File: src/sv/pgvc_pkg.sv
`default_nettype none
package pgvc_pkg;

	localparam int DATA_W   = 32;
	localparam int COEF_W   = 32;
	localparam int FRAC_W   = 24;
	localparam int MAX_X    = 64;
	localparam int MAX_Y    = 64;
	localparam int MAX_Z    = 4096;
	localparam int MIN_SIZE = 3;

	localparam int XW  = $clog2(MAX_X);
	localparam int YW  = $clog2(MAX_Y);
	localparam int ZW  = $clog2(MAX_Z);
	localparam int XCW = 7;
	localparam int YCW = 7;
	localparam int ZCW = 13;

	localparam int DADDR_W = XW + YW;
	localparam int PADDR_W = DADDR_W + 1;
	localparam int PLANE_CELLS = MAX_X * MAX_Y;

	localparam int G_W    = DATA_W + 1;
	localparam int PROD_W = G_W + COEF_W + 1;
	localparam int SC_W   = PROD_W - FRAC_W;
	localparam int R_W    = SC_W + 1;

	localparam logic OP_CELL  = 1'b0;
	localparam logic OP_FLUSH = 1'b1;

	localparam int CFG_IDX_W = 3;
	localparam logic [CFG_IDX_W-1:0] REG_SIZE_X = 3'd0;
	localparam logic [CFG_IDX_W-1:0] REG_SIZE_Y = 3'd1;
	localparam logic [CFG_IDX_W-1:0] REG_SIZE_Z = 3'd2;
	localparam logic [CFG_IDX_W-1:0] REG_COEF_X = 3'd3;
	localparam logic [CFG_IDX_W-1:0] REG_COEF_Y = 3'd4;
	localparam logic [CFG_IDX_W-1:0] REG_COEF_Z = 3'd5;

	typedef struct packed {
		logic                     op;
		logic signed [DATA_W-1:0] pressure;
		logic signed [DATA_W-1:0] u_star;
		logic signed [DATA_W-1:0] v_star;
		logic signed [DATA_W-1:0] w_star;
		logic                     fluid;
	} in_item_t;

	typedef struct packed {
		logic signed [DATA_W-1:0] u_out;
		logic signed [DATA_W-1:0] v_out;
		logic signed [DATA_W-1:0] w_out;
		logic                     corrected;
		logic                     final_cell;
	} out_item_t;

	typedef struct packed {
		logic          fluid;
		logic [DATA_W-1:0] w;
		logic [DATA_W-1:0] v;
		logic [DATA_W-1:0] u;
	} dly_t;

	typedef struct packed {
		logic [ZW-1:0] z;
		logic [YW-1:0] y;
		logic [XW-1:0] x;
	} pos_t;

	// read and write addresses for one transaction
	typedef struct packed {
		logic               we;
		logic [PADDR_W-1:0] p_waddr;
		logic [PADDR_W-1:0] xp;
		logic [PADDR_W-1:0] xm;
		logic [PADDR_W-1:0] yp;
		logic [PADDR_W-1:0] ym;
		logic [PADDR_W-1:0] zm;
		logic [DADDR_W-1:0] d_waddr;
		logic [DADDR_W-1:0] d_raddr;
	} mem_req_t;

	typedef struct packed {
		logic                     emit;
		logic                     pre_int;
		logic                     final_cell;
		logic signed [DATA_W-1:0] pnext;
	} issue_t;

	function automatic logic [XCW-1:0] clamp7(input logic [XCW-1:0] v,
			input logic [XCW-1:0] hi);
		logic [XCW-1:0] r;
		r = v;
		if (v < XCW'(MIN_SIZE)) r = XCW'(MIN_SIZE);
		else if (v > hi) r = hi;
		return r;
	endfunction

	function automatic logic [ZCW-1:0] clamp_z(input logic [ZCW-1:0] v);
		logic [ZCW-1:0] r;
		r = v;
		if (v < ZCW'(MIN_SIZE)) r = ZCW'(MIN_SIZE);
		else if (v > ZCW'(MAX_Z)) r = ZCW'(MAX_Z);
		return r;
	endfunction

	function automatic pos_t step_pos(input pos_t p, input logic [XCW-1:0] ex,
			input logic [YCW-1:0] ey, input logic [ZCW-1:0] ez);
		pos_t n;
		n = p;
		if ({1'b0, p.x} + XCW'(1) < ex) begin
			n.x = p.x + XW'(1);
		end else begin
			n.x = '0;
			if ({1'b0, p.y} + YCW'(1) < ey) begin
				n.y = p.y + YW'(1);
			end else begin
				n.y = '0;
				n.z = ({1'b0, p.z} + ZCW'(1) < ez) ? p.z + ZW'(1) : '0;
			end
		end
		return n;
	endfunction

	function automatic logic [DATA_W-1:0] sat_data(input logic [R_W-1:0] r);
		logic [DATA_W-1:0] q;
		if (&r[R_W-1:DATA_W-1] || ~|r[R_W-1:DATA_W-1]) q = r[DATA_W-1:0];
		else if (r[R_W-1]) q = {1'b1, {(DATA_W-1){1'b0}}};
		else q = {1'b0, {(DATA_W-1){1'b1}}};
		return q;
	endfunction

endpackage
`default_nettype wire

File: src/sv/pgvc_front.sv
`default_nettype none
module pgvc_front (
	input  wire logic                        clk,
	input  wire logic                        arst_n,
	input  wire logic                        acc,
	input  wire pgvc_pkg::in_item_t          item,
	input  wire logic [pgvc_pkg::XCW-1:0]    ex,
	input  wire logic [pgvc_pkg::YCW-1:0]    ey,
	input  wire logic [pgvc_pkg::ZCW-1:0]    ez,
	output pgvc_pkg::mem_req_t               req,
	output pgvc_pkg::issue_t                 issue
);

	pgvc_pkg::pos_t in_pos_q, out_pos_q;
	logic pending, is_cell;

	assign pending = out_pos_q.z != in_pos_q.z;
	assign is_cell = item.op == pgvc_pkg::OP_CELL;

	always_comb begin
		req.we      = is_cell;
		req.p_waddr = {in_pos_q.z[0], in_pos_q.y, in_pos_q.x};
		req.d_waddr = {in_pos_q.y, in_pos_q.x};
		req.d_raddr = {out_pos_q.y, out_pos_q.x};
		req.xp      = {out_pos_q.z[0], out_pos_q.y, out_pos_q.x + pgvc_pkg::XW'(1)};
		req.xm      = {out_pos_q.z[0], out_pos_q.y, out_pos_q.x - pgvc_pkg::XW'(1)};
		req.yp      = {out_pos_q.z[0], out_pos_q.y + pgvc_pkg::YW'(1), out_pos_q.x};
		req.ym      = {out_pos_q.z[0], out_pos_q.y - pgvc_pkg::YW'(1), out_pos_q.x};
		// other plane of the window holds z-1
		req.zm      = {~out_pos_q.z[0], out_pos_q.y, out_pos_q.x};
	end

	always_comb begin
		issue.emit    = pending;
		issue.pnext   = item.pressure;
		issue.pre_int = is_cell
			&& out_pos_q.x != '0 && {1'b0, out_pos_q.x} + pgvc_pkg::XCW'(1) < ex
			&& out_pos_q.y != '0 && {1'b0, out_pos_q.y} + pgvc_pkg::YCW'(1) < ey
			&& out_pos_q.z != '0 && {1'b0, out_pos_q.z} + pgvc_pkg::ZCW'(1) < ez;
		issue.final_cell = {1'b0, out_pos_q.x} == ex - pgvc_pkg::XCW'(1)
			&& {1'b0, out_pos_q.y} == ey - pgvc_pkg::YCW'(1)
			&& {1'b0, out_pos_q.z} == ez - pgvc_pkg::ZCW'(1);
	end

	always_ff @(posedge clk or negedge arst_n) begin
		if (!arst_n) begin
			in_pos_q  <= '0;
			out_pos_q <= '0;
		end else if (acc) begin
			if (pending) out_pos_q <= pgvc_pkg::step_pos(out_pos_q, ex, ey, ez);
			if (is_cell) in_pos_q <= pgvc_pkg::step_pos(in_pos_q, ex, ey, ez);
		end
	end

endmodule
`default_nettype wire

File: config.mk
export PLATFORM = sky130hd
export DESIGN_NAME = pgvc_front
export DESIGN_NICKNAME = d
export VERILOG_FILES = /design/src/sv/pgvc_pkg.sv /design/src/sv/pgvc_front.sv
export SDC_FILE = /design/constraint.sdc
export NUM_CORES = 1
export LEC_CHECK = 0
export BUFFER_PORTS_ARGS = -buffer_cell sky130_fd_sc_hd__buf_2
export CAP_MARGIN = 20
export CORE_MARGIN = 5
export CORE_UTILIZATION = 45
export DETAILED_ROUTE_END_ITERATION = 8
export HOLD_SLACK_MARGIN = 0.08
export PLACE_DENSITY = 0.88
export SLEW_MARGIN = 10
export SYNTH_ARGS = -nofsm -noshare
export SYNTH_HDL_FRONTEND = slang
export SYNTH_SLANG_ARGS = --single-unit
File: constraint.sdc
create_clock -name clk -period 3.8 [get_ports clk]
set_input_delay 0.76 -clock clk [delete_from_list [all_inputs] [get_ports clk]]
set_output_delay 0.76 -clock clk [all_outputs]
set_load 0.02 [all_outputs]
; Word-level counts from Yosys, hierarchy flattened
; Cells that the tools add are included.
[totals]
regBits = 48
in_bits = 160
out_inout_bits = 138
wordCells = 62
[classes]
addsub = 17
order_cmp = 6
eq_ne = 4
mux = 6
bitwise = 6
n_reduce_logical = 17
[ops]
columns = op, n
row1 = $add A6 B1 Y7 const B, 4
row2 = $lt A7 B7 Y1, 4
row3 = $add A12 B1 Y13 const B, 2
row4 = $lt A13 B13 Y1, 2
row5 = $add A12 B1 Y12 const B, 2
row6 = $add A6 B1 Y6 const B, 4
row7 = $mux W12, 2
row8 = $mux W6, 4
row9 = $eq A6 B7 Y1, 2
row10 = $sub A7 B1 Y7 const B, 2
row11 = $eq A12 B13 Y1, 1
row12 = $sub A13 B1 Y13 const B, 1
row13 = $ne A12 B12 Y1, 1
row14 = $reduce_bool A12 Y1, 1
row15 = $reduce_bool A6 Y1, 2
row16 = $sub A6 B1 Y6 const B, 2
row17 = $logic_and A1 B1 Y1, 8
row18 = $reduce_and A4 Y1, 2
row19 = $not A1 Y1, 6
row20 = $reduce_and A3 Y1, 2
row21 = $reduce_and A2 Y1, 2

; Depth between registers and ports, before layout
[depth]
depth_word = 7
mapped_depth = 15
depth_no_buf = 13

; Worst setup path before layout
; No wires, ideal clock.
[synth_path]
kind = register to output
start = register out_pos_q[15] (netlist name)
end = output issue[33] (netlist name)
t_arrival_ps = 3145
required_time_ps = 3040
setup_slack_ps = -105
stages_incl_launch_ff = 14
path_buffers = 2
path_cell_list = dfrtp_1 -> buf_2 -> and3_2 -> and3_1 -> and3_1 -> and3_1 -> xor2_1 -> ha_1 -> a21oi_1 -> nor2_1 -> a211oi_1 -> nand3_1 -> clkbuf_1 -> nor4_1
[synth_rtl]
columns = element, line
row1 = from (decl), pgvc_front.sv:14  ; pgvc_pkg::pos_t in_pos_q, out_pos_q;
row2 = from (signal assigned), pgvc_front.sv:50  ; if (pending) out_pos_q <= pgvc_pkg::step_pos(out_pos_q, ex, ey, ez);
row3 = to (decl), pgvc_front.sv:11  ; output pgvc_pkg::issue_t issue

==> results.md <==
* Synth warnings at 0
* Crit path buffers/inverters at 2
* Largest net degree at the start of global routing at 27
* H-tree depth at 2
* Syn avg cell area at 8.13 µm²
* Routed WL at 16100 µm
* CTS Buf Count at 5
* Core ar. at 12700 µm²
* Remaining DRCs at 0
* Final Critical Period at about 3.8 ns
* Hold-fix buffers at CTS at 0
* Worst Setup End Kind: output pin
* First-pass DRT Iterations at 5
* Initial Util at between 40 and 50%
* Input/output buffers at approximately 140
* XOR/XNOR Fraction of Synth Area at between 10% and 20%
* Max FO, Critical Path at 4
* Cell Rows at 41
* Die X at 124 µm
* DRT antenna net count at 0
* Clk slew on worst S/H paths at about 0.070 ns
* Initial DRC Count at about 440
* Placed cells at roughly 920
* Worst vdd ir at about 0.19 mV
* Hold Crit Class: in2async
* Asr flop ratio synth at between 90% and 100%
* DR vias at 5264
* Placer Congestion at between 0.9 and 1
* Reg-to-reg setup timing slack at a little under 0.7 ns
* Worst stage delay on the critical path at about 0.40 ns
* Worst path cell trace: ha_2 > and3_4 > and3_4 > and3_4 > xor2_2 > ha_1 > a21oi_1 > nor2_1 > a211oi_2 > buf_4 > nand3_4 > nor4_4 > buf_4
* Fin crit share at between 90% and 100%
* Synth Area in Compound Gates at ~14%
* CP max stage cell: dfrtp_1
* Die area at roughly 15000 µm²
* RSZ-0062 raised after global routing: true
* Skew-Pair Late Insertion Delay at ~0.30 ns
* Area fraction of the dominant cell type after synthesis at between 20 and 25%
* Setup Viol. Count Final at 0
* Post-Synth Simple-Gate Area at 19.7%
* CTS Sinks at 48
* Non-filler cells, final at ~940
* Cell taking the most area after synthesis: dfrtp_1
* Drt via density at around 5.6
* Clk_skew at between 0.006 and 0.007 ns
* Most common cell in the netlist: buf_4
* Initial antenna violation count at 2
* DIE HEIGHT at between 100 and 150 µm
* Worst r2r path cells at 11
* Worst Tran Pin Value at 0.702 ns
* Leakage at between 3 and 4 nW
* Final instance area at 6360 µm²
* Max_cap viols at 0
* CTS root buffer: clkbuf_16
* Final #Nets at ~990
* WP data required at between 3 and 4 ns
* Cell area power density at around 470 nW/µm²
* Vias in the first global route at approximately 5100
* Number of synthesized flops with an enable pin at 0
* Most used cell along the critical path: and3_4
* CTS max path bufs at 2
* CP Class: reg2out
* Hold Vio Cnt, Final at 0
* Gr ovfl total at 0
* First-pass GRT wire length at 25800 µm
* Worst reg2reg startpoint: req[12]$_DFFE_PN0P_
* CTS tree: built
* Post-synthesis instance total at approximately 720
* Io pins at 298
* Fin. max-slew vios at 0
* Worst r2r dst: req[101]$_DFFE_PN0P_
* Mux contribution to synthesized area at less than 1%
* Crit path max-delay family: simple AND/OR/NAND/NOR gates
* Most used DFF post-synth: dfrtp_1
* Sequential share of the synthesized area at 20.4%
* Gr usage total at approximately a fifth
* Worst Setup Start Kind: register
* Status: finished clean
* Top post-synthesis cells by area: dfrtp_1 20%, buf_4 15%, ha_1 14%, xor2_1 6.0%, xnor2_1 5.8%
* Cell variety after synth at slightly above 60
* Mapped Nets at 949
* DR WL/cell at roughly 17 µm
* Fmax at approximately 260 MHz
* Area delta synth->final at 8.01%
* Max transition margin at a little over half
* DP HPWL at around 13000 µm
* Post-Synth Adder-Cell Area at roughly 14%
* Share of cells above drive strength 1 at between 20% and 30%
* Largest family of logic cells by synthesized area: simple AND/OR/NAND/NOR gates
* Arr. time, crit path at about 3.0 ns
* Top cells by count, synth: 114 x buf_4, 65 x ha_1, 58 x nand2_1
* Placed Area at 6000 µm²
* Post-Syn Area at around 6000 µm²
* Seq cells post-synth at 48
routing by layer:
layer,vias to the layer above,part of all wire [%],track usage (%)
li1,2482,-,-
met1,2479,42,24.7
met2,265,46,32.1
met3,36,8.6,5.62
met4,2,3.7,8.70
met5,-,0.081,0
worst reg2reg max path, cell delays in order (launching register included):
cell and delay, ns:
dfrtp_1 0.51, ha_1 0.33, nand3_1 0.12, xnor2_1 0.23
ha_1 0.31, a21o_1 0.19, a221o_1 0.33, a41o_1 0.27
o211ai_1 0.17, nor2_1 0.09, buf_4 0.19, mux2_2 0.26
registers in the layout (all words and copies together), names as in the netlist:
signal	flops
req	26
in_pos_q	11
out_pos_q	11
cell families after synthesis:
family	count (synthesis)
compound gates	122
buf+inv	183
xor+xnor	79
fa+ha+maj	65
flops	48
simple gates	223
mux	4
area by class of cell:
class | count | area, µm²
clock inverter | 3 | 47.5
antenna | 1 | 2.50
tap | 172 | 215
clock buffer | 5 | 125
timing repair buffer | 173 | 967
fill | 1179 | 6360
multi-input combinational | 493 | 3640
inverter | 42 | 158
sequential | 48 | 1200
where the power goes:
part	leakage [nW]	switching, W	internal (W)
Combinational	2.69	0.00111	0.000606
Sequential	0.642	0.000150	0.000578
Clock	0.0840	0.000215	0.000313
per-stage QoR:
| step | power (W) | hold slack [ns] | TNS, ns | utilization (%) | setup slack, ns |
|---|---|---|---|---|---|
| 5_1_grt | 0.00318 | 0.500 | -0.101 | 50.0 | -0.101 |
| 4_1_cts | 0.00297 | 0.466 | 0 | 48.6 | 0.00550 |
| 3_3_place_gp | 0.00238 | 0.539 | 0 | 47.2 | 0.146 |
| 3_5_place_dp | 0.00243 | 0.546 | 0 | 47.2 | 0.142 |
| 6_report | 0.00297 | 0.454 | 0 | 50.0 | 0.00214 |
| 2_1_floorplan | 0.00212 | 0.464 | 0 | - | 0.127 |
layout by cell type (no fill, tap or decap), types with 19 or more instances in the layout:
master and count:
xor2_1 39, xnor2_1 39, nand2_1 58, a21oi_1 20, a22o_1 21, buf_4 38
nor3_1 19, inv_1 42, dfrtp_1 46, buf_2 134, ha_1 62, nand3_1 45
o21ai_0 37, nor2_1 26
how the worst max path moves through the flow:
stage | startpoint | to | cells past startpoint
detailed placement | ez[1] | issue[32] | 10
global placement | ez[1] | issue[32] | 9
global route | req[49]$_DFFE_PN0P_ | issue[33] | 13
CTS | out_pos_q[15]$_DFFE_PN0P_ | issue[33] | 13
floorplan | out_pos_q[15]$_DFFE_PN0P_ | issue[33] | 13
finish | req[49]$_DFFE_PN0P_ | issue[33] | 13
what timing repair did:
item,4_1_cts,5_1_grt
setup endpoints to repair,1,2
setup buffers,0,9
resized for setup,2,21
pin swaps,0,5
Power figures use the tool's default switching activity.
